## config.mk

```make
export PLATFORM = sky130hd
export DESIGN_NAME = byte_dma_copy_engine_unit
export DESIGN_NICKNAME = d
export VERILOG_FILES = /design/src/sv/dbce_pkg.sv /design/src/sv/dbce_addr_class.sv /design/src/sv/dbce_cfg.sv /design/src/sv/dbce_core.sv /design/src/sv/byte_dma_copy_engine_unit.sv
export SDC_FILE = /design/constraint.sdc
export NUM_CORES = 1
export LEC_CHECK = 0
export ABC_CLOCK_PERIOD_IN_PS = 6100
export BUFFER_PORTS_ARGS = -buffer_cell sky130_fd_sc_hd__buf_2
export CAP_MARGIN = 20
export CORE_ASPECT_RATIO = 2
export CORE_MARGIN = 1
export CORE_UTILIZATION = 40
export DETAILED_ROUTE_END_ITERATION = 8
export GPL_ROUTABILITY_DRIVEN = 0
export PLACE_DENSITY_LB_ADDON = 0.1
export SYNTH_ARGS = -nofsm -noshare
export SYNTH_HDL_FRONTEND = slang
export SYNTH_SLANG_ARGS = --single-unit
```

## constraint.sdc

```tcl
create_clock -name clk_i -period 6.1 [get_ports clk_i]
set_clock_uncertainty 0.15 [all_clocks]
set_input_delay 0.305 -clock clk_i [delete_from_list [all_inputs] [get_ports clk_i]]
set_output_delay 0.305 -clock clk_i [all_outputs]
set_load 0.02 [all_outputs]
```

## src/sv/dbce_pkg.sv

```systemverilog
// ----------------------------------------------------------------------------
// dbce_pkg
// Shared types and constants for the byte DMA copy engine.
// ----------------------------------------------------------------------------
package dbce_pkg;

  localparam int unsigned AddrW = 32;
  localparam int unsigned DataW = 8;
  localparam int unsigned CfgIdxW = 3;

  // Size of the memory region starting at address zero.
  localparam logic [AddrW:0] MEMORY_BYTES = (AddrW+1)'(65536);

  localparam logic [AddrW-1:0] UART_ADDR_RST = '1;
  localparam logic [AddrW-1:0] MMIO_BASE_RST = '1;
  localparam logic [AddrW-1:0] MMIO_LAST_RST = '0;

  typedef enum logic [1:0] {
    OP_START = 2'd0,
    OP_STOP  = 2'd1,
    OP_TICK  = 2'd2
  } op_e;

  typedef enum logic [1:0] {
    TGT_UART = 2'd0,
    TGT_MMIO = 2'd1,
    TGT_MEM  = 2'd2,
    TGT_BAD  = 2'd3
  } tgt_e;

  typedef enum logic [CfgIdxW-1:0] {
    REG_SRC_ADDR  = 3'd0,
    REG_DST_ADDR  = 3'd1,
    REG_XFER_LEN  = 3'd2,
    REG_INC_CTRL  = 3'd3,
    REG_UART_ADDR = 3'd4,
    REG_MMIO_BASE = 3'd5,
    REG_MMIO_LAST = 3'd6
  } cfg_idx_e;

  typedef struct packed {
    logic [AddrW-1:0] src_addr;
    logic [AddrW-1:0] dst_addr;
    logic [AddrW-1:0] xfer_len;
    logic [2:0]       inc_ctrl;
    logic [AddrW-1:0] uart_addr;
    logic [AddrW-1:0] mmio_base;
    logic [AddrW-1:0] mmio_last;
  } cfg_t;

  // Step-bit load from an increment control write with override set.
  typedef struct packed {
    logic ld;
    logic src;
    logic dst;
  } step_ld_t;

  typedef struct packed {
    logic             busy;
    logic             completed;
    logic             error;
    logic             irq;
    logic             op_ok;
    logic             rd;
    logic [AddrW-1:0] rd_addr;
    logic             wr;
    logic [1:0]       wr_tgt;
    logic [AddrW-1:0] wr_addr;
    logic [DataW-1:0] wr_data;
    logic [AddrW-1:0] count;
  } res_t;

endpackage

```

## src/sv/dbce_addr_class.sv

```systemverilog
// ----------------------------------------------------------------------------
// dbce_addr_class
// Classifies a byte address as UART port, MMIO window, memory or invalid.
// ----------------------------------------------------------------------------
module dbce_addr_class #(
  parameter logic [dbce_pkg::AddrW:0] MemoryBytes = dbce_pkg::MEMORY_BYTES
) (
  input  logic [dbce_pkg::AddrW-1:0] addr_i,
  input  logic [dbce_pkg::AddrW-1:0] uart_addr_i,
  input  logic [dbce_pkg::AddrW-1:0] mmio_base_i,
  input  logic [dbce_pkg::AddrW-1:0] mmio_last_i,
  output dbce_pkg::tgt_e             tgt_o
);

  logic in_mmio;
  logic in_mem;

  assign in_mmio = (mmio_last_i >= mmio_base_i) && (addr_i >= mmio_base_i) &&
                   (addr_i <= mmio_last_i);
  assign in_mem  = {1'b0, addr_i} < MemoryBytes;

  always_comb begin
    if (addr_i == uart_addr_i) begin
      tgt_o = dbce_pkg::TGT_UART;
    end else if (in_mmio) begin
      tgt_o = dbce_pkg::TGT_MMIO;
    end else if (in_mem) begin
      tgt_o = dbce_pkg::TGT_MEM;
    end else begin
      tgt_o = dbce_pkg::TGT_BAD;
    end
  end

endmodule

```

## src/sv/dbce_cfg.sv

```systemverilog
// ----------------------------------------------------------------------------
// dbce_cfg
// Configuration register file. Source address, destination address and length
// writes are dropped while a transfer is running.
// ----------------------------------------------------------------------------
module dbce_cfg (
  input  logic                         clk_i,
  input  logic                         rst_ni,
  input  logic                         cfg_valid_i,
  output logic                         cfg_ready_o,
  input  logic [dbce_pkg::CfgIdxW-1:0] cfg_index_i,
  input  logic [dbce_pkg::AddrW-1:0]   cfg_data_i,
  input  logic                         busy_i,
  output dbce_pkg::cfg_t               cfg_o,
  output dbce_pkg::step_ld_t           step_ld_o
);

  dbce_pkg::cfg_t cfg_q, cfg_d;
  logic           wr_en;

  assign cfg_ready_o = 1'b1;
  assign wr_en       = cfg_valid_i && cfg_ready_o;

  always_comb begin
    cfg_d     = cfg_q;
    step_ld_o = '0;
    if (wr_en) begin
      case (cfg_index_i)
        dbce_pkg::REG_SRC_ADDR: begin
          if (!busy_i) cfg_d.src_addr = cfg_data_i;
        end
        dbce_pkg::REG_DST_ADDR: begin
          if (!busy_i) cfg_d.dst_addr = cfg_data_i;
        end
        dbce_pkg::REG_XFER_LEN: begin
          if (!busy_i) cfg_d.xfer_len = cfg_data_i;
        end
        dbce_pkg::REG_INC_CTRL: begin
          cfg_d.inc_ctrl = cfg_data_i[2:0];
          step_ld_o.ld   = cfg_data_i[0];
          step_ld_o.src  = cfg_data_i[1];
          step_ld_o.dst  = cfg_data_i[2];
        end
        dbce_pkg::REG_UART_ADDR: cfg_d.uart_addr = cfg_data_i;
        dbce_pkg::REG_MMIO_BASE: cfg_d.mmio_base = cfg_data_i;
        dbce_pkg::REG_MMIO_LAST: cfg_d.mmio_last = cfg_data_i;
        default: ;
      endcase
    end
  end

  always_ff @(posedge clk_i or negedge rst_ni) begin
    if (!rst_ni) begin
      cfg_q <= dbce_pkg::cfg_t'{
        src_addr:  '0,
        dst_addr:  '0,
        xfer_len:  '0,
        inc_ctrl:  '0,
        uart_addr: dbce_pkg::UART_ADDR_RST,
        mmio_base: dbce_pkg::MMIO_BASE_RST,
        mmio_last: dbce_pkg::MMIO_LAST_RST
      };
    end else begin
      cfg_q <= cfg_d;
    end
  end

  assign cfg_o = cfg_q;

endmodule

```

## src/sv/dbce_core.sv

```systemverilog
// ----------------------------------------------------------------------------
// dbce_core
// Transfer state and per-beat command logic, with the result register.
// ----------------------------------------------------------------------------
module dbce_core #(
  parameter logic [dbce_pkg::AddrW:0] MemoryBytes = dbce_pkg::MEMORY_BYTES
) (
  input  logic                       clk_i,
  input  logic                       rst_ni,
  input  logic                       cmd_valid_i,
  input  logic [1:0]                 cmd_op_i,
  input  logic [dbce_pkg::DataW-1:0] cmd_data_i,
  input  logic                       advance_i,
  input  dbce_pkg::cfg_t             cfg_i,
  input  dbce_pkg::step_ld_t         step_ld_i,
  output logic                       busy_o,
  output logic                       res_valid_o,
  output dbce_pkg::res_t             res_o
);

  logic [dbce_pkg::AddrW-1:0] cur_src_q, cur_src_d;
  logic [dbce_pkg::AddrW-1:0] cur_dst_q, cur_dst_d;
  logic [dbce_pkg::AddrW-1:0] moved_q, moved_d, moved_inc;
  logic                       busy_q, busy_d;
  logic                       done_q, done_d;
  logic                       err_q, err_d;
  logic                       src_step_q, src_step_d;
  logic                       dst_step_q, dst_step_d;
  logic                       res_valid_q, res_valid_d;
  dbce_pkg::res_t             res_q, res_d;
  logic                       exec;

  dbce_pkg::tgt_e cfg_src_tgt, cfg_dst_tgt, cur_src_tgt, cur_dst_tgt;

  dbce_addr_class #(.MemoryBytes(MemoryBytes)) u_cls_cfg_src (
    .addr_i(cfg_i.src_addr), .uart_addr_i(cfg_i.uart_addr),
    .mmio_base_i(cfg_i.mmio_base), .mmio_last_i(cfg_i.mmio_last),
    .tgt_o(cfg_src_tgt)
  );
  dbce_addr_class #(.MemoryBytes(MemoryBytes)) u_cls_cfg_dst (
    .addr_i(cfg_i.dst_addr), .uart_addr_i(cfg_i.uart_addr),
    .mmio_base_i(cfg_i.mmio_base), .mmio_last_i(cfg_i.mmio_last),
    .tgt_o(cfg_dst_tgt)
  );
  dbce_addr_class #(.MemoryBytes(MemoryBytes)) u_cls_cur_src (
    .addr_i(cur_src_q), .uart_addr_i(cfg_i.uart_addr),
    .mmio_base_i(cfg_i.mmio_base), .mmio_last_i(cfg_i.mmio_last),
    .tgt_o(cur_src_tgt)
  );
  dbce_addr_class #(.MemoryBytes(MemoryBytes)) u_cls_cur_dst (
    .addr_i(cur_dst_q), .uart_addr_i(cfg_i.uart_addr),
    .mmio_base_i(cfg_i.mmio_base), .mmio_last_i(cfg_i.mmio_last),
    .tgt_o(cur_dst_tgt)
  );

  assign exec      = cmd_valid_i && advance_i;
  assign moved_inc = moved_q + dbce_pkg::AddrW'(1);

  always_comb begin
    cur_src_d   = cur_src_q;
    cur_dst_d   = cur_dst_q;
    moved_d     = moved_q;
    busy_d      = busy_q;
    done_d      = done_q;
    err_d       = err_q;
    src_step_d  = src_step_q;
    dst_step_d  = dst_step_q;
    res_valid_d = res_valid_q;
    res_d       = res_q;

    if (step_ld_i.ld) begin
      src_step_d = step_ld_i.src;
      dst_step_d = step_ld_i.dst;
    end

    if (advance_i) begin
      res_valid_d = cmd_valid_i;
    end

    if (exec) begin
      res_d       = '0;
      res_d.op_ok = 1'b1;
      case (cmd_op_i)
        dbce_pkg::OP_START: begin
          if (cfg_i.inc_ctrl[0]) begin
            src_step_d = cfg_i.inc_ctrl[1];
            dst_step_d = cfg_i.inc_ctrl[2];
          end else begin
            src_step_d = (cfg_src_tgt == dbce_pkg::TGT_MEM) ||
                         (cfg_src_tgt == dbce_pkg::TGT_BAD);
            dst_step_d = (cfg_dst_tgt == dbce_pkg::TGT_MEM) ||
                         (cfg_dst_tgt == dbce_pkg::TGT_BAD);
          end
          if (cfg_i.xfer_len == '0) begin
            cur_src_d = cfg_i.src_addr;
            cur_dst_d = cfg_i.dst_addr;
            moved_d   = '0;
            busy_d    = 1'b0;
            done_d    = 1'b1;
            err_d     = 1'b0;
            res_d.irq = 1'b1;
          end else if (cfg_src_tgt == dbce_pkg::TGT_BAD ||
                       cfg_dst_tgt == dbce_pkg::TGT_BAD) begin
            err_d       = 1'b1;
            busy_d      = 1'b0;
            done_d      = 1'b0;
            res_d.op_ok = 1'b0;
          end else begin
            cur_src_d = cfg_i.src_addr;
            cur_dst_d = cfg_i.dst_addr;
            moved_d   = '0;
            busy_d    = 1'b1;
            done_d    = 1'b0;
            err_d     = 1'b0;
          end
        end
        dbce_pkg::OP_STOP: begin
          busy_d = 1'b0;
        end
        dbce_pkg::OP_TICK: begin
          if (busy_q) begin
            if (moved_q >= cfg_i.xfer_len) begin
              busy_d = 1'b0;
              done_d = 1'b1;
            end else if (cur_src_tgt == dbce_pkg::TGT_BAD) begin
              err_d  = 1'b1;
              busy_d = 1'b0;
            end else begin
              res_d.rd      = 1'b1;
              res_d.rd_addr = cur_src_q;
              if (cur_dst_tgt == dbce_pkg::TGT_BAD) begin
                err_d  = 1'b1;
                busy_d = 1'b0;
              end else begin
                res_d.wr      = 1'b1;
                res_d.wr_tgt  = cur_dst_tgt;
                res_d.wr_addr = cur_dst_q;
                res_d.wr_data = cmd_data_i;
                moved_d       = moved_inc;
                if (src_step_q) cur_src_d = cur_src_q + dbce_pkg::AddrW'(1);
                if (dst_step_q) cur_dst_d = cur_dst_q + dbce_pkg::AddrW'(1);
                if (moved_inc >= cfg_i.xfer_len) begin
                  busy_d    = 1'b0;
                  done_d    = 1'b1;
                  res_d.irq = 1'b1;
                end
              end
            end
          end
        end
        default: begin
          res_d.op_ok = 1'b0;
        end
      endcase
      res_d.busy      = busy_d;
      res_d.completed = done_d;
      res_d.error     = err_d;
      res_d.count     = moved_d;
    end
  end

  always_ff @(posedge clk_i or negedge rst_ni) begin
    if (!rst_ni) begin
      cur_src_q   <= '0;
      cur_dst_q   <= '0;
      moved_q     <= '0;
      busy_q      <= 1'b0;
      done_q      <= 1'b0;
      err_q       <= 1'b0;
      src_step_q  <= 1'b1;
      dst_step_q  <= 1'b1;
      res_valid_q <= 1'b0;
    end else begin
      cur_src_q   <= cur_src_d;
      cur_dst_q   <= cur_dst_d;
      moved_q     <= moved_d;
      busy_q      <= busy_d;
      done_q      <= done_d;
      err_q       <= err_d;
      src_step_q  <= src_step_d;
      dst_step_q  <= dst_step_d;
      res_valid_q <= res_valid_d;
    end
  end

  always_ff @(posedge clk_i) begin
    res_q <= res_d;
  end

  assign busy_o      = busy_q;
  assign res_valid_o = res_valid_q;
  assign res_o       = res_q;

endmodule

```

## src/sv/byte_dma_copy_engine_unit.sv

```systemverilog
// ----------------------------------------------------------------------------
// byte_dma_copy_engine_unit
// Single-channel byte DMA engine: start/stop/tick commands in, one status
// and bus-access beat out per command.
// ----------------------------------------------------------------------------
// Every command beat yields exactly one result beat: the command is held in the
// command register while the address check, step and count logic settle into
// the result register. A new command is taken every cycle while results drain,
// for a throughput of one beat per clock. Configuration writes are always ready
// and take effect on the next clock, except that source, destination and length
// writes are dropped while a transfer is running.
module byte_dma_copy_engine_unit #(
  parameter logic [dbce_pkg::AddrW:0] MemoryBytes = dbce_pkg::MEMORY_BYTES
) (
  input  logic                         clk_i,
  input  logic                         rst_ni,
  input  logic                         cfg_valid_i,
  output logic                         cfg_ready_o,
  input  logic [dbce_pkg::CfgIdxW-1:0] cfg_index_i,
  input  logic [dbce_pkg::AddrW-1:0]   cfg_data_i,
  input  logic                         in_valid_i,
  output logic                         in_ready_o,
  input  logic [1:0]                   op_i,
  input  logic [dbce_pkg::DataW-1:0]   read_data_i,
  output logic                         out_valid_o,
  input  logic                         out_ready_i,
  output logic                         busy_res_o,
  output logic                         completed_o,
  output logic                         error_o,
  output logic                         irq_o,
  output logic                         op_ok_o,
  output logic                         read_issued_o,
  output logic [dbce_pkg::AddrW-1:0]   read_address_o,
  output logic                         write_issued_o,
  output logic [1:0]                   write_target_o,
  output logic [dbce_pkg::AddrW-1:0]   write_address_o,
  output logic [dbce_pkg::DataW-1:0]   write_data_o,
  output logic [dbce_pkg::AddrW-1:0]   transferred_count_o
);

  dbce_pkg::cfg_t     cfg;
  dbce_pkg::step_ld_t step_ld;
  dbce_pkg::res_t     res;
  logic               busy;
  logic               res_valid;
  logic               advance;

  logic                       cmd_valid_q, cmd_valid_d;
  logic [1:0]                 cmd_op_q;
  logic [dbce_pkg::DataW-1:0] cmd_data_q;

  dbce_cfg u_cfg (
    .clk_i       (clk_i),
    .rst_ni      (rst_ni),
    .cfg_valid_i (cfg_valid_i),
    .cfg_ready_o (cfg_ready_o),
    .cfg_index_i (cfg_index_i),
    .cfg_data_i  (cfg_data_i),
    .busy_i      (busy),
    .cfg_o       (cfg),
    .step_ld_o   (step_ld)
  );

  // pipeline moves when the result slot is free or being drained
  assign advance    = !res_valid || out_ready_i;
  assign in_ready_o = !cmd_valid_q || advance;

  always_comb begin
    cmd_valid_d = cmd_valid_q;
    if (in_ready_o) cmd_valid_d = in_valid_i;
  end

  always_ff @(posedge clk_i or negedge rst_ni) begin
    if (!rst_ni) begin
      cmd_valid_q <= 1'b0;
    end else begin
      cmd_valid_q <= cmd_valid_d;
    end
  end

  always_ff @(posedge clk_i) begin
    if (in_valid_i && in_ready_o) begin
      cmd_op_q   <= op_i;
      cmd_data_q <= read_data_i;
    end
  end

  dbce_core #(.MemoryBytes(MemoryBytes)) u_core (
    .clk_i       (clk_i),
    .rst_ni      (rst_ni),
    .cmd_valid_i (cmd_valid_q),
    .cmd_op_i    (cmd_op_q),
    .cmd_data_i  (cmd_data_q),
    .advance_i   (advance),
    .cfg_i       (cfg),
    .step_ld_i   (step_ld),
    .busy_o      (busy),
    .res_valid_o (res_valid),
    .res_o       (res)
  );

  assign out_valid_o         = res_valid;
  assign busy_res_o          = res.busy;
  assign completed_o         = res.completed;
  assign error_o             = res.error;
  assign irq_o               = res.irq;
  assign op_ok_o             = res.op_ok;
  assign read_issued_o       = res.rd;
  assign read_address_o      = res.rd_addr;
  assign write_issued_o      = res.wr;
  assign write_target_o      = res.wr_tgt;
  assign write_address_o     = res.wr_addr;
  assign write_data_o        = res.wr_data;
  assign transferred_count_o = res.count;

endmodule
```

== After elaboration in Yosys (flattened, before gate mapping) ==
Cells that the tools add are included.
Operators by class
  add/sub/neg operators: 3
  magnitude comparators: 15
  eq/ne operators: 25
  muxes and demuxes: 77
  bitwise operators: 2
  reductions and logical operators: 34
Operators by type and width (number)
  32-bit 2-to-1 mux: 20
  32-bit greater-or-equal comparator: 7
  32-bit case mux with 2 select lines: 3
  32-bit equality test: 4
  32-bit less-or-equal comparator: 4
  32-bit by 17-bit less-than comparator with 1-bit output (second input constant): 4
  32-bit by 1-bit adder with 32-bit output (second input constant): 3
  76-bit 2-to-1 mux: 1
  43-bit 2-to-1 mux: 1
  1-bit 2-to-1 mux: 37
  32-bit zero test: 1
  2-bit 2-to-1 mux: 8
  8-bit AND reduction: 2
  2-bit equality test (second input constant): 7
  1-bit logical AND: 10
  3-bit equality test (second input constant): 3
  3-bit AND reduction: 3
  1-bit case mux with 2 select lines: 4
  2-bit AND reduction: 4
  3-bit by 2-bit equality test with 1-bit output (second input constant): 2
  3-bit 2-to-1 mux: 2
  2-bit by 1-bit inequality test with 1-bit output (second input constant): 3
  2-bit inequality test (second input constant): 3
  1-bit logical OR: 5
  other kinds (13): 15
Storage, ports and cells
  flip-flop bits (word level): 421
  output and inout bits: 116

== Depth between registers and ports, before layout ==
Gate-level depths: netlist of the first run.
  depth after elaboration: 11
  gate-level depth with buffers: 24

== By module ==
A second synthesis of the first run with hierarchy kept.
Second synthesis, totals
  cells, all modules: 3189
  area, all modules: 31689.1 um^2
By module, submodules not included
  dbce_core: times used 1, cells an instance 1366, area an instance 13257.7 um^2
  dbce_addr_class (u_core.u_cls_cfg_dst ...): times used 3, cells an instance 345, area an instance 2656.3 um^2
  dbce_cfg: times used 1, cells an instance 426, area an instance 7434.6 um^2
  dbce_addr_class (u_core.u_cls_cur_src): times used 1, cells an instance 347, area an instance 2661.3 um^2
  byte_dma_copy_engine_unit: times used 1, cells an instance 15, area an instance 366.6 um^2

== Least setup slack after synthesis of the first run ==
Ideal clock, no wire load.
  path type: register -> register
  from: register u_core.res_valid_q, in the netlist u_core.res_valid_o
  to: register u_core.moved_q[11] (netlist bit)
  library setup time: 308 ps
  arrival time: 4379 ps
  required time: 5642 ps
  setup slack: 1263 ps
  cell stages (with the launch flop): 6
  cell sequence: dfrtp_1 > nand2b_1 > nand2_1 > clkinv_1 > clkbuf_1 > a41oi_1
On the way
  longest elaborated chain between the ends: 3
Ends and longest elaborated chain
  start, declared: RTL line dbce_core.sv:29  | logic res_valid_q, res_valid_d;
  start signal, assigned: RTL line dbce_core.sv:182  | res_valid_q <= res_valid_d;
  1-bit zero test: RTL line byte_dma_copy_engine_unit.sv:65  | assign advance = !res_valid || out_ready_i;
  1-bit logical OR: RTL line byte_dma_copy_engine_unit.sv:65
  1-bit logical AND: RTL line dbce_core.sv:56  | assign exec = cmd_valid_i && advance_i;
  named net u_core.exec: RTL line dbce_core.sv:31  | logic exec;
  end signal, assigned: RTL line dbce_core.sv:176  | moved_q <= moved_d;
  end, declared: RTL line dbce_core.sv:23  | logic [dbce_pkg::AddrW-1:0] moved_q, moved_d, moved_inc;
The timed path passes the listed nets, and every way through them passes these cells.
A chain may end at the register's enable or synchronous reset.

== Worst setup path in the final report of the first run ==
  from: register u_core.moved_q[0] (netlist bit)
  to: register u_core.res_q (netlist bit u_core.res_o[112]) (data pin)
On the way
  longest elaborated chain between the ends: 8
Ends and longest elaborated chain
  32-bit by 1-bit adder with 32-bit output: RTL line dbce_core.sv:57  | assign moved_inc = moved_q + dbce_pkg::AddrW'(1);
  32-bit greater-or-equal comparator: RTL line dbce_core.sv:142  | if (moved_inc >= cfg_i.xfer_len) begin
  1-bit 2-to-1 mux: RTL line dbce_core.sv:142
  1-bit 2-to-1 mux: RTL line dbce_core.sv:131  | if (cur_dst_tgt == dbce_pkg::TGT_BAD) begin
  1-bit 2-to-1 mux: RTL line dbce_core.sv:125  | end else if (cur_src_tgt == dbce_pkg::TGT_BAD) begin
  1-bit 2-to-1 mux *: RTL line dbce_core.sv:122  | if (moved_q >= cfg_i.xfer_len) begin
  1-bit 2-to-1 mux *: RTL line dbce_core.sv:121  | if (busy_q) begin
  1-bit case mux with 3 select lines *: RTL line dbce_core.sv:83  | case (cmd_op_i)
  end signal, assigned: RTL line dbce_core.sv:187  | res_q <= res_d;
  end, declared: RTL line dbce_core.sv:30  | dbce_pkg::res_t res_q, res_d;
Mark *: on every way between the ends. The rest lies on a longest branch, timed or not.

==> run_results.csv, run 1 <==
group,metric,value,unit
global_route,grt_pass1_wl,166000,um
sta,setup_violations,0,
synth,synthSimpleGateAreaFrac,0.144,
power,power_frac_seq,0.383,
synth,syn_nets,3267,
worst_hold_path,hold_class,"input port to flip-flop",
detailed_routing,wl_per_cell,28.6,um
layout,multiInputGateArea,16100,um2
clock_network,clock_sinks,421,
synth,synth_seq_cells,421,
floorplan,coreArea,71000,um2
placement,placed_area,30400,um2
setup_path,critPathMaxFanout,9,
detailed_routing,initialDrtViolationCount,1837,
layout,stdcell_area,32300,um2
setup_path,r2r-end,"u_core.res_o[112]",
global_route,grtUsageTotal,0.315,
sta,fin_crit_sh,0.933,
power,power_frac_clock,0.243,
worst_hold_path,min_from,"cfg_valid_i",
floorplan,chipWidth,192,um
worst_hold_path,hold_end,"u_cfg.cfg_o[98]",
power,ir_worst_vdd,0.000281,V
synth,synth_seq_area_share,0.391,
synth,synth_edf_count,123,
clock_network,insertion_delay,620,ps
clock_network,clockRootBuffer,"clkbuf_16",
detailed_routing,num_vias,24300,
synth,synthMuxAreaShare,0.0678,
sta,whs,82.4,ps
synth,netlist-cell-type-count,82,
setup_path,reg2regPathDepth,20,
placement,io_buffers,164,
clock_network,clk_path_buf_depth,3,
detailed_routing,routed_wl,113000,um
sta,final.min_clock_period,5690,ps
sta,final_max_slew_viol_count,0,
detailed_routing,vias_per_cell,6.17,
sta,clock.fmax,176,MHz
setup_path,crit_required,6320,ps
layout,layout-drive-gt1-share,0.194,
floorplan,start_util,0.405,
floorplan,fp.dieH,381,um
sta,tns,0,ps
sta,hold_viol,0,
detailed_routing,first_pass_iters,6,
synth,synth_top_flop_cell,"dfrtp_1",
sta,slew-limit-headroom,0.197,
setup_path,reg2reg_from,"u_core.moved_q[0]",
detailed_routing,drc,0,
clock_network,cts_resized,0,
synth,syn_inst,2859,
flow_run,drv_cap,0,
global_route,gr-total-overflow,0,
floorplan,dieArea,73000,um2
clock_network,path_clk_slew,70,ps
global_route,grt_start_max_net_pins,148,
synth,synth_top_family_by_area,"adder cells",
power,internal-power,6.59,mW
floorplan,io-pin-count,166,
global_route,antenna_found_initial,3,
power,switching_power,4.88,mW
synth,avgSynthCellArea,10.0,um2
synth,synthAdderAreaFrac,0.156,
layout,regArea,11200,um2
layout,post-route-util,0.455,
layout,areaGrowthSynthToFinish,12.5,%
sta,worst-slew-pin-transition,1200,ps
setup_path,critPathArrivalTime,5900,ps
power,combPwrFrac,0.374,
detailed_routing,antenna_left,0,
setup_path,start_kind,"flip-flop",
synth,synthArstFlopShare,0.708,
setup_path,path_class,"flip-flop to flip-flop",
clock_network,cts_tree,"yes",
clock_network,holdBufCountCts,46,
synth,ys_warn_count,0,
synth,synth-compound-area-share,0.142,
layout,nNetsFinal,3408,
power,p_leak,14.1,nW
clock_network,htreeDepth,2,
sta,rsz0062_at_grt,"false",
worst_hold_path,min_path_cells,4,
floorplan,rows,138,
layout,fillers,6708,
placement,dp_hpwl,83500,um
power,powerDensity,355,nW/um2
power,finalPower,11.5,mW
clock_network,cts_inserted_buffers,42,
synth,synthesis.area,28700,um2
power,p_sw_frac,0.425,
global_route,grt_pass1_vias,25000,
outcome,status,"completed",
clock_network,post_cts_buffers,0,
synth,synth_xor_area_frac,0.0485,
setup_path,r2r_slack,410,ps
setup_path,cp-end-kind,"flip-flop",
-- power groups by stage --
stage	Clock, mW	Sequential (mW)	Combinational, mW
after floorplan	0	3.93	2.74
after global placement	0	4.39	3.89
after detailed placement	0	4.40	4.04
after CTS	2.85	4.35	4.09
after global routing	2.94	4.42	4.66
final	2.79	4.39	4.28
-- worst max-delay path, stage by stage (launching register included) --
cell	delay, ps
dfrtp_1	500
and3_1	300
and3_1	350
and3_1	370
and3_1	350
and3_1	310
nand2_1	200
nor2_1	330
nand3_1	140
xnor2_1	260
inv_1	80
ha_1	310
nand4_1	130
nor3_1	450
nand4_1	150
nor2_1	170
o2111ai_1	130
a21oi_1	140
a211oi_1	100
a22o_1	260
mux2_2	250
-- sequential cells by signal, indices dropped and copies added (netlist names), 2 cells and up --
| name | count |
|---|---|
| cmd_data_q | 8 |
| cmd_op_q | 2 |
| u_cfg.cfg_o | 195 |
| u_core.cur_dst_q | 32 |
| u_core.cur_src_q | 32 |
| u_core.moved_q | 32 |
| u_core.res_o | 113 |
-- synthesized netlist by cell type, drive strengths merged (7+ instances only) --
cell | number | area (um2)
a41oi | 15 | 131
and3 | 55 | 344
a31oi | 89 | 557
and2 | 23 | 144
mux2 | 168 | 1900
o21a | 13 | 97.6
nand4 | 109 | 682
a211oi | 16 | 125
buf | 47 | 307
nand2b | 18 | 113
a211o | 7 | 61.3
nand3 | 108 | 541
xor2 | 69 | 604
o21ai | 107 | 543
inv | 197 | 739
nor4 | 61 | 382
nor3 | 112 | 572
o22ai | 38 | 238
nand2 | 155 | 582
dfstp | 66 | 1730
nor2 | 119 | 452
a21o | 46 | 345
clkbuf | 107 | 402
a21oi | 148 | 748
edfxtp | 123 | 3690
ha | 358 | 4480
xnor2 | 90 | 788
and4 | 9 | 78.8
nor2b | 13 | 81.3
dfrtp | 232 | 5810
o211ai | 64 | 736
-- worst max-delay path by stage --
stage / endpoint / cells past startpoint / start
final: u_core.res_o[112] / 20 / u_core.moved_q[0]
after global routing: u_core.res_o[112] / 20 / u_core.moved_q[0]
after CTS: u_core.res_o[112] / 20 / u_core.moved_q[0]
after global placement: u_core.res_o[112] / 20 / u_core.moved_q[0]
after floorplan: u_core.moved_q[11] / 5 / u_core.res_valid_o
after detailed placement: u_core.res_o[112] / 20 / u_core.moved_q[0]
-- layout make-up --
cell class                 instances  area share
antenna                            1   0.0000774
clock buffer                      54      0.0365
clock inverter                    24     0.00743
inverter                         198      0.0232
multi-input combinational       2086       0.498
sequential                       421       0.348
tap                              910      0.0352
timing repair buffer             251      0.0515
-- cells by family (layout without fill, tap and decap cells) --
logic type                 after synthesis  after routing
and+or+nand+nor                        804            804
adders and majority gates              358            358
muxes                                  173            173
AOI/OAI and AO/OA                      591            591
xor gates and xnor gates               159            159
other                                    1              2
DFF                                    421            421
buffers and inverters                  352            527
-- stage by stage --
stage / setup slack [ps] / cells
floorplan: 1260 / 2859
CTS: 369 / 3940
global placement: 465 / 3815
global route: 34.4 / 3945
finish: 410 / 3945
detailed placement: 401 / 3816
-- placed cells by master (no fill, tap or decap), drive strengths merged, types with 90 or more instances in the layout --
cell    count
edfxtp    123
inv       204
a21oi     148
buf       204
nand2     155
o21ai     107
nand3     108
nand4     109
mux2      168
nor3      112
nor2      119
ha        358
dfrtp     232
xnor2      90
-- per-layer routing --
metal	track usage	routed length, um	up-vias	part of all wire
li1	-	-	10900	-
met1	0.336	40100	12000	0.36
met2	0.528	54800	1019	0.49
met3	0.0592	6710	412	0.059
met4	0.270	11300	4	0.10
met5	0	24	-	0.00021
Power figures use the tool's default switching activity.
==> inputs of run 2 (changes only) <==
CTS_BUF_LIST = sky130_fd_sc_hd__clkbuf_16   (was default)
==> run 2 against run 1 <==
Net effect: final area hardly changed; via count up 0.23%; sequential share of layout area is essentially flat; register-to-register slack barely moved; global-route usage about the same; first-iteration DRC count up 0.16%; critical path type unchanged.
==> run_results.csv, run 2 (synthesized netlist as in run 1, its figures left out) <==
group,metric,value,unit
placement,io_buffers,164,
setup_path,critPathArrivalTime,5890,ps
sta,setup_violations,0,
outcome,status,"completed",
global_route,grtUsageTotal,0.315,
setup_path,critPathMaxFanout,9,
clock_network,path_clk_slew,70,ps
detailed_routing,initialDrtViolationCount,1840,
layout,final_cells,3945,
clock_network,cts_inserted_buffers,42,
power,p_leak,14.1,nW
detailed_routing,wl_per_cell,28.7,um
global_route,grt_pass1_wl,166000,um
power,combPwrFrac,0.374,
detailed_routing,drc,0,
power,power_frac_clock,0.241,
clock_network,cts_resized,0,
power,switching_power,4.86,mW
sta,hold_viol,0,
detailed_routing,vias_per_cell,6.18,
detailed_routing,antenna_left,0,
power,power_frac_seq,0.385,
worst_hold_path,hold_class,"input port to flip-flop",
sta,final_max_slew_viol_count,0,
layout,nNetsFinal,3408,
setup_path,crit_path_max_incr_delay,500,ps
flow_run,drv_cap,0,
sta,rsz0062_at_grt,"false",
layout,post-route-util,0.455,
layout,areaGrowthSynthToFinish,12.4,%
placement,dp.cells,3816,
power,p_sw_frac,0.426,
layout,fillers,6712,
layout,largest_register_ffs,195,
setup_path,slowest_stage,"dfrtp_1",
sta,fin_crit_sh,0.931,
detailed_routing,routed_wl,113000,um
clock_network,cts_tree,"yes",
detailed_routing,num_vias,24400,
placement,dp_hpwl,83500,um
clock_network,clock_sinks,421,
sta,worst-slew-pin-transition,1200,ps
setup_path,start_kind,"flip-flop",
floorplan,start_util,0.405,
sta,tns,0,ps
setup_path,path_cells,"and3_1, and3_1, and3_1, and3_1, and3_1, nand2_1, nor2_1, nand3_1, xnor2_1, inv_1, ha_1, nand4_1, nor3_1, nand4_1, nor2_1, o2111ai_1, a21oi_1, a211oi_1, a22o_1, mux2_2",
clock_network,clk_path_buf_depth,3,
setup_path,crit_required,6320,ps
power,finalPower,11.4,mW
floorplan,rows,138,
setup_path,path_class,"flip-flop to flip-flop",
layout,layout-drive-gt1-share,0.194,
global_route,antenna_found_initial,3,
clock_network,insertion_delay,620,ps
floorplan,dieArea,73000,um2
power,powerDensity,354,nW/um2
clock_network,htreeDepth,2,
sta,slew-limit-headroom,0.200,
floorplan,fp.dieH,381,um
layout,final_cell_mix,"ha_1, dfrtp_1, inv_1, mux2_2, buf_2",
global_route,gr-total-overflow,0,
detailed_routing,first_pass_iters,5,
floorplan,coreArea,71000,um2
sta,clock.fmax,176,MHz
sta,final.min_clock_period,5680,ps
global_route,grt_pass1_vias,25100,
setup_path,cp-end-kind,"flip-flop",
clock_network,clockRootBuffer,"clkbuf_16",
floorplan,chipWidth,192,um
floorplan,io-pin-count,166,
clock_network,holdBufCountCts,46,
global_route,grt_start_max_net_pins,148,
clock_network,post_cts_buffers,0,
setup_path,cp_common_cell,"and3_1",
power,internal-power,6.55,mW
layout,layout_commonest_cell,"ha_1",
power,ir_worst_vdd,0.000281,V
[run 2: layout make-up]
type | instances | area [um2] | share of cell area
repair buffers | 251 | 1660 | 0.0515
clock buffers | 45 | 1130 | 0.0349
diodes | 1 | 2.50 | 0.0000775
clock inverters | 33 | 274 | 0.00849
flip-flops and latches | 421 | 11200 | 0.348
multi-input cells | 2086 | 16100 | 0.499
well taps | 910 | 1140 | 0.0353
inverters | 198 | 751 | 0.0232
[run 2: layer usage]
metal,global-route usage,share of wire
met1,0.336,0.35
met4,0.271,0.10
met5,0,0.00021
met3,0.0598,0.061
met2,0.527,0.48
[run 2: critical path, delay by kind of cell (launching register included)]
kind	cells	cell delay, ps
AOI/OAI and AO/OA	4	630
adders and majority gates	1	320
xor gates and xnor gates	1	250
buffers and inverters	1	90
muxes	1	250
and+or+nand+nor	12	3240
DFF	1	500
[run 2: power by group through the flow]
stage,logic [mW],clock network [mW],registers [mW]
4_1_cts,4.09,2.81,4.35
2_1_floorplan,2.74,0,3.93
6_report,4.27,2.75,4.40
3_3_place_gp,3.89,0,4.39
3_5_place_dp,4.04,0,4.40
5_1_grt,4.65,2.91,4.42
[run 2: path summary, 6_finish.rpt]
path                              startpoint                    to  slack [ps]  depth (start not counted)
max in group asynchronous             rst_ni  u_core.cur_dst_q[27]        4170                          3
max reg2reg                u_core.moved_q[0]     u_core.res_o[112]         420                         20
min reg2reg                    cmd_data_q[3]      u_core.res_o[35]         360                          1
min in group asynchronous             rst_ni           cmd_valid_q         180                          2
min                              cfg_valid_i       u_cfg.cfg_o[98]          70                          4
max                        u_core.moved_q[0]     u_core.res_o[112]         420                         20
[run 2: per-stage QoR]
stage / area (um2) / worst slack [ps] / hold WS [ps]
final: 32300 / 423 / 69.0
after global routing: 32300 / 34.2 / 68.9
after CTS: 32300 / 369 / 60.1
after detailed placement: 30400 / 401 / 241
after global placement: 30400 / 465 / 231
after floorplan: 28700 / 1260 / -141
==> inputs of run 3 (changes only) <==
ABC_CLOCK_PERIOD_IN_PS = default   (was 6100)
clock period = 4.8 ns   (was 6.1 ns; I/O delays follow)
==> run 3 against run 2 <==
Net effect: utilization increased by 1.2 points; critical path depth shrank 4; power rose by 28%; worst hold slack got worse by 57 ps; final area increased by 2.6%; global-route usage is essentially flat; first-iteration DRC count rose by 6.1%; die area stayed put; count of clock-buffer cells in the layout decreased by 2; worst setup slack lost 340 ps; clock power increased by 23%.
==> run_results.csv, run 3 (synthesized netlist as in run 1, its figures left out) <==
group,metric,value,unit
layout,areaGrowthSynthToFinish,15.3,%
setup_path,path_cells,"inv_1, ha_1, and4_1, nand2_1, nor4_2, buf_4, o41ai_1, buf_4, or4b_4, a41oi_1, o21bai_2, nor3_1, buf_4, xnor2_1, o21ai_0, buf_4",
setup_path,r2r-end,"u_core.res_o[0]",
setup_path,crit_required,4990,ps
floorplan,dieArea,73000,um2
global_route,grtUsageTotal,0.315,
floorplan,start_util,0.405,
global_route,gr-total-overflow,0,
clock_network,post_cts_buffers,0,
clock_network,cts_tree,"yes",
floorplan,rows,138,
power,ir_worst_vdd,0.000263,V
layout,layout-drive-gt1-share,0.221,
detailed_routing,antenna_left,0,
worst_hold_path,hold_class,"input port to async pin",
floorplan,chipWidth,192,um
sta,final.min_clock_period,4710,ps
global_route,antenna_found_initial,3,
detailed_routing,routed_wl,114000,um
setup_path,cp-end-kind,"flip-flop",
power,powerDensity,442,nW/um2
sta,setup_violations,0,
clock_network,clock_sinks,421,
setup_path,reg2reg_from,"u_cfg.cfg_o[40]",
global_route,grt_start_max_net_pins,138,
placement,dp_hpwl,86100,um
setup_path,reg2regPathDepth,16,
clock_network,clk_path_buf_depth,3,
clock_network,clockRootBuffer,"clkbuf_16",
outcome,status,"completed",
global_route,grt_pass1_wl,166000,um
layout,nNetsFinal,3512,
sta,slew-limit-headroom,0.212,
floorplan,fp.dieH,381,um
setup_path,cp_common_cell,"buf_4",
layout,layout_commonest_cell,"ha_1",
setup_path,critPathMaxFanout,5,
power,p_leak,14.6,nW
sta,worst-slew-pin-transition,1170,ps
sta,clock.fmax,212,MHz
detailed_routing,first_pass_iters,7,
power,finalPower,14.6,mW
setup_path,cp_top_family,"simple AND/OR/NAND/NOR gates",
placement,io_buffers,164,
layout,final_cell_mix,"ha_1, dfrtp_1, inv_1, mux2_2, buf_2",
sta,final_max_slew_viol_count,0,
clock_network,cts_inserted_buffers,43,
setup_path,crit_path_max_incr_delay,530,ps
floorplan,io-pin-count,166,
clock_network,insertion_delay,600,ps
detailed_routing,vias_per_cell,6.12,
sta,finalWorstSetupSlack,85.3,ps
setup_path,path_class,"flip-flop to flip-flop",
clock_network,path_clk_slew,60,ps
setup_path,crit_buf_inv,5,
sta,fin_crit_sh,0.982,
floorplan,coreArea,71000,um2
setup_path,start_kind,"flip-flop",
detailed_routing,initialDrtViolationCount,1953,
sta,tns,0,ps
placement,place_ws,49.0,ps
layout,antennaDiodeCount,0,
sta,hold_viol,0,
layout,largest_register_ffs,195,
flow_run,drv_cap,0,
layout,stdcell_area,33100,um2
setup_path,critPathArrivalTime,4900,ps
sta,rsz0062_at_grt,"false",
setup_path,r2r_slack,90,ps
detailed_routing,wl_per_cell,28.3,um
global_route,grt_pass1_vias,25200,
setup_path,slowest_stage,"dfstp_2",
detailed_routing,drc,0,
clock_network,htreeDepth,2,
placement,placed_area,31300,um2
detailed_routing,num_vias,24800,
==> run 3: how the worst max path moves through the flow <==
stage | from | end | slack [ps] | cells past startpoint
floorplan | u_core.moved_q[0] | u_core.res_o[112] | 120 | 23
global placement | u_cfg.cfg_o[62] | u_core.res_o[0] | 80 | 16
detailed placement | u_cfg.cfg_o[62] | u_core.res_o[0] | 50 | 16
CTS | u_cfg.cfg_o[62] | u_core.res_o[0] | 30 | 16
global route | u_core.moved_q[1] | u_core.res_o[112] | 1 | 21
finish | u_cfg.cfg_o[40] | u_core.res_o[0] | 90 | 16
==> run 3: metrics by stage <==
stage / hold WS (ps) / cells / utilization
after floorplan: -206 / 2859 / -
after global placement: 24.5 / 3922 / 0.440
after detailed placement: 28.2 / 3923 / 0.441
after CTS: 0.941 / 4048 / 0.466
after global routing: 27.0 / 4048 / 0.467
final: 12.0 / 4048 / 0.467
==> run 3: power breakdown <==
group          total, mW  internal [mW]  switching [mW]  leakage (nW)
registers           5.36           4.37           0.989          4.65
clock network       3.37           1.81            1.56         0.694
logic               5.92           2.24            3.67          9.29
total               14.6           8.42            6.22          14.6
==> run 3: cell type report <==
type,count,area (um2)
fill,6684,37800
multi-input combinational,2086,16100
sequential,421,11200
timing repair buffer,354,2510
tap,910,1140
clock buffer,43,1080
inverter,198,751
clock inverter,36,275
==> run 3: worst register-to-register path, delay by kind of cell, from the launching register on <==
family,cells,cell delay [ps]
adder cells (fa/ha/maj),1,350
AO/OA/AOI/OAI,4,730
buffers and inverters,5,990
AND/OR/NAND/NOR,5,1590
XOR/XNOR,1,110
flip-flops,1,530
==> run 3: metal layers <==
metal | global-route usage | part of all wire
met4 | 0.257 | 0.097
met1 | 0.336 | 0.35
met3 | 0.0620 | 0.064
met2 | 0.534 | 0.49
met5 | 0 | 0.00023
==> run 3: timing repair <==
action                                 CTS  global route
setup endpoints to repair                0            16
gates resized for setup                  0             8
hold buffers                            46             0
endpoints found under the hold margin  332             0
